### src/rtl/framed_byte_ring_buffer_unit_defines.svh
// Assertion macros for the framed byte ring buffer.
// FBRB_ASSERT: checked only outside reset.
// FBRB_ASSERT_ALWAYS: checked at every clock edge, reset included.
`ifndef FRAMED_BYTE_RING_BUFFER_UNIT_DEFINES_SVH
`define FRAMED_BYTE_RING_BUFFER_UNIT_DEFINES_SVH

`ifndef SYNTH
`define FBRB_ASSERT(lbl, prop, msg) \
    lbl: assert property (@(posedge i_clk) disable iff (!i_rst_n) prop) else $error(msg);
`define FBRB_ASSERT_ALWAYS(lbl, prop, msg) \
    lbl: assert property (@(posedge i_clk) prop) else $error(msg);
`else
`define FBRB_ASSERT(lbl, prop, msg)
`define FBRB_ASSERT_ALWAYS(lbl, prop, msg)
`endif

`endif

### src/rtl/fbrb_ram.sv
`default_nettype none

// simple dual port RAM, registered read, read data holds when i_re is low
module fbrb_ram #(
    parameter int WIDTH = 8,
    parameter int DEPTH = 256
) (
    input  wire logic                     i_clk,
    input  wire logic                     i_we,
    input  wire logic [$clog2(DEPTH)-1:0] i_waddr,
    input  wire logic [WIDTH-1:0]         i_wdata,
    input  wire logic                     i_re,
    input  wire logic [$clog2(DEPTH)-1:0] i_raddr,
    output logic      [WIDTH-1:0]         o_rdata
);

    logic [WIDTH-1:0] r_mem [DEPTH];

    always_ff @(posedge i_clk) begin
        if (i_we) begin
            r_mem[i_waddr] <= i_wdata;
        end
        if (i_re) begin
            o_rdata <= r_mem[i_raddr];
        end
    end

endmodule

`default_nettype wire
### config.mk
export PLATFORM = sky130hd
export DESIGN_NAME = fbrb_ram
export DESIGN_NICKNAME = d
export VERILOG_FILES = /design/src/rtl/framed_byte_ring_buffer_unit_defines.svh /design/src/rtl/fbrb_ram.sv
export SDC_FILE = /design/constraint.sdc
export NUM_CORES = 2
export LEC_CHECK = 0
export BUFFER_PORTS_ARGS = -buffer_cell sky130_fd_sc_hd__buf_2
export CAP_MARGIN = 20
export CORE_MARGIN = 4
export CORE_UTILIZATION = 35
export DETAILED_ROUTE_END_ITERATION = 10
export HOLD_SLACK_MARGIN = 0.03
export PLACE_DENSITY = 0.57
export SLEW_MARGIN = 20
export SYNTH_ARGS = -nofsm -noshare
export SYNTH_HDL_FRONTEND = slang
export SYNTH_SLANG_ARGS = --single-unit
export TNS_END_PERCENT = 100
### constraint.sdc
create_clock -name i_clk -period 2.8 [get_ports i_clk]
set_clock_uncertainty 0.1 [all_clocks]
set_input_delay 0.14 -clock i_clk [delete_from_list [all_inputs] [get_ports i_clk]]
set_output_delay 0.14 -clock i_clk [all_outputs]
set_load 0.005 [all_outputs]
After elaboration in Yosys (flattened, before gate mapping)
Memory sizes are Yosys's and may differ from the RTL's. A register that Yosys moved wholly into a read port is not among the register bits.
Index checks and enable logic that the tools add are counted.
Operators by class
  mux-type cells: 2
Operators with widths (count)
  2-to-1 mux 1 bit: 2
Word-level totals
  register bits after elaboration: 0
  memory bits (writable): 2048
  bits of input ports: 27
  output and inout port bits: 8
  logic and storage cells: 3
  memories kept: 1
Memory list
  r_mem: depth 256, bits a word 8, read ports 1, clocked after memory_dff 1, write ports 1, RTL line fbrb_ram.sv:17  | logic [WIDTH-1:0] r_mem [DEPTH];

Logic depth before layout (Yosys ltp)
  depth in word-level cells: 2
  mapped depth: 11
  gate-level depth less buffers: 6

Worst setup path after synthesis
Ideal clock, no wire load.
  path kind: input port to flip-flop
  from: input port i_raddr[0]
  to: register o_rdata[2], read port of r_mem, data pin
  setup time: 0.269 ns
  arrival time: 1.947 ns
  data required time: 2.431 ns
  path slack: 0.484 ns
  stages on the path: 9
  buffers on the path: 4
  cell sequence: buf_6 buf_12 buf_8 buf_2 mux4_2 a22oi_1 a21oi_1 nor4_1 nor4_2
RTL lines
  start: declaration: RTL line fbrb_ram.sv:13  | input wire logic [$clog2(DEPTH)-1:0] i_raddr,
  end: declaration: RTL line fbrb_ram.sv:14  | output logic [WIDTH-1:0] o_rdata

==> metrics <==
Die X 485 um; Synth Register Bits 2056; height of the die 485 um; post-synthesis sequential area ratio 77.5%; initial antenna violation count 14; Iter 0 DRT Violations 4468; Area contributors post-synth edfxtp_1 (78%), mux4_2 (13%), mux2i_1 (1.7%); CTS tree done; Leak Pwr 30.2 nW; fin crit period 2710 ps; DRC Markers 0; Initial Util 35.3%; CTS buffer count 209; most used cell, CP mux4_2; Post-Route WL 209000 um; full die area 0.235 mm2; normalized max-slew margin 42.3%; element type at the critical path end register; CP max stage delay 520 ps; Worst EP required 3240 ps; worst vdd ir 663 uV; R2R Setup Slk 90 ps; WP buf/inv 1; Async S/R FF share, synth 0%; crit path max fanout 1; clk slew on worst S/H paths 60 ps; Final Cycle Share 96.8%; Clock Sinks 2056; Clock Latency Late Sink 840 ps; drt wl/cell 27.7 um; Worst Setup Start Kind register; Syn-to-layout area delta 18.8%; post-detail-place hpwl 134000 um; class of the worst hold path in -> reg; Fmax 369 MHz; 1st-pass router iterations 5; final-stage net count 4406; fin util 41.9%; Yosys warning count 0; Multi-input gate area 0.0165 mm2; # setup viols final 0; DR vias 40600; status finished clean; vias per cell 5.37; Netlist Area Pre-Place 0.0796 mm2; most common flop cell mapped by yosys edfxtp_1; power per cell area 677 mW/mm2; most common cell in the netlist edfxtp_1; fraction of layout instances using a drive strength above 1 31.0%; Avg Inst Size Synth 21.3 um2; H-Tree Depth 4; Ports 35; worst setup path class reg -> reg; Final Max Slew Viols 0; cell taking the most area after synthesis edfxtp_1; hold_ws 191 ps; Root Driver clkbuf_16; fillcell total 19700; Post-synth EDFFs 2056; Crit path max-delay family multiplexers; Net Count, Synth 3760; crit path setup slack, layout 90.8 ps; clk buf depth 3; Distinct cells, synth 54; # rows 174; Placer Congestion 0.832; worst-margin pin slew 863 ps; RSZ-0062 raised after global routing no; final hold viol count 0; largest net degree at the start of global routing 105; postcts setup bufs 0; GRT Util Overall 17.6%; post-synth top area share 77.5%; cell count after synthesis 3733; Antenna Nets Post-Route 0; Max-Cap Viols 0; Core Area 0.226 mm2; register area 0.0617 mm2; Critical Path AT 3150 ps; grt ovf 0; Cell Chain, Critical Path mux4_2 > mux4_2 > nor2b_1 > nor4_4 > buf_4 > nor4_1; first-pass GRT wire length 303000 um; Slowest cell on crit path mux4_2; Post-synth top cells edfxtp_1 (2056), mux4_2 (454), nor2_1 (282), mux2i_1 (134), a22oi_1 (133); overall power 64.1 mW; dpl ws -662 ps; Port Buffers 34; vias in the first global route 41400
==> state kept, by name, summed over array words and instances (netlist names) <==
name     cells
r_mem     2048
o_rdata      8
==> cell type report <==
type | instances | share of cell area, %
clock buffers | 260 | 5.73
multi-input cells | 1442 | 17.5
diodes | 8 | 0.0212
repair buffers | 668 | 6.38
clock inverters | 124 | 1.16
inverters | 2 | 0.00793
flip-flops and latches | 2056 | 65.3
well taps | 2992 | 3.96
==> cells by family (layout without fill, tap and decap cells) <==
| logic type | after synthesis | after routing | synth area share [%] |
|---|---|---|---|
| AOI/OAI and AO/OA | 385 | 385 | 3.42 |
| muxes | 591 | 591 | 14.6 |
| buffers and inverters | 235 | 1054 | 1.83 |
| DFF | 2056 | 2056 | 77.5 |
| and+or+nand+nor | 466 | 466 | 2.63 |
| other | 0 | 8 | 0 |
==> through the flow <==
step | instances | area [um2] | setup TNS [ps]
detailed placement | 7140 | 87800 | -3810
floorplan | 3733 | 79600 | 0
CTS | 7544 | 94600 | 0
finish | 7552 | 94600 | 0
global placement | 7140 | 87800 | -3700
global route | 7549 | 94600 | 0
==> per-layer routing <==
layer	routed length [um]	global-route usage, %	up-vias
met5	13	0	-
met4	4860	4.26	2
met3	13500	2.68	288
met2	101000	28.3	1490
met1	89700	25.3	21800
li1	-	-	17000
==> worst reg2reg max path, stage by stage, from the launching register on <==
cell	delay [ps]
edfxtp_1	360
mux4_2	520
mux4_2	510
nor2b_1	220
nor4_4	450
buf_4	210
nor4_1	50
==> timing repair <==
item,CTS,global route
pin swaps,0,0
endpoints found under the hold margin,2194,0
resized for setup,6,3
hold buffers,20,0
endpoints found under the setup margin,4,3
==> power breakdown <==
part / total, mW / switching (mW) / internal, mW / leakage, nW
sequential: 34.0 / 0.0576 / 33.9 / 18.5
combinational: 3.51 / 2.11 / 1.40 / 8.50
clock: 26.5 / 11.7 / 14.8 / 3.17
==> worst paths after layout <==
| check | from | to | cells past startpoint |
|---|---|---|---|
| worst min register to register | r_mem[41][3]$_DFFE_PP_ | o_rdata[3]$_DFFE_PP_ | 7 |
| worst max register to register | r_mem[66][1]$_DFFE_PP_ | o_rdata[1]$_DFFE_PP_ | 6 |
| worst max-delay path | r_mem[66][1]$_DFFE_PP_ | o_rdata[1]$_DFFE_PP_ | 6 |
| worst min-delay path | i_wdata[2] | r_mem[82][2]$_DFFE_PP_ | 2 |
==> placed cells by master (no fill, tap or decap), types with 10 or more instances in the layout <==
cell	count
o221ai_1	46
clkinv_2	40
a211oi_1	16
buf_2	22
nor2_1	279
nand4_1	10
buf_8	10
mux4_2	454
buf_12	76
o21ai_0	10
nand2_1	33
a221oi_1	13
buf_4	540
mux2i_1	134
bufinv_16	11
dlygate4sd3_1	20
o22ai_1	28
nor4_1	20
nand3_1	34
clkinv_1	53
clkbuf_1	51
a22oi_1	133
edfxtp_1	2056
a21oi_1	96
o211ai_1	10
nor3_1	18
nor2b_1	28
clkbuf_16	209
No activity file was read; power rests on OpenSTA's default activity.
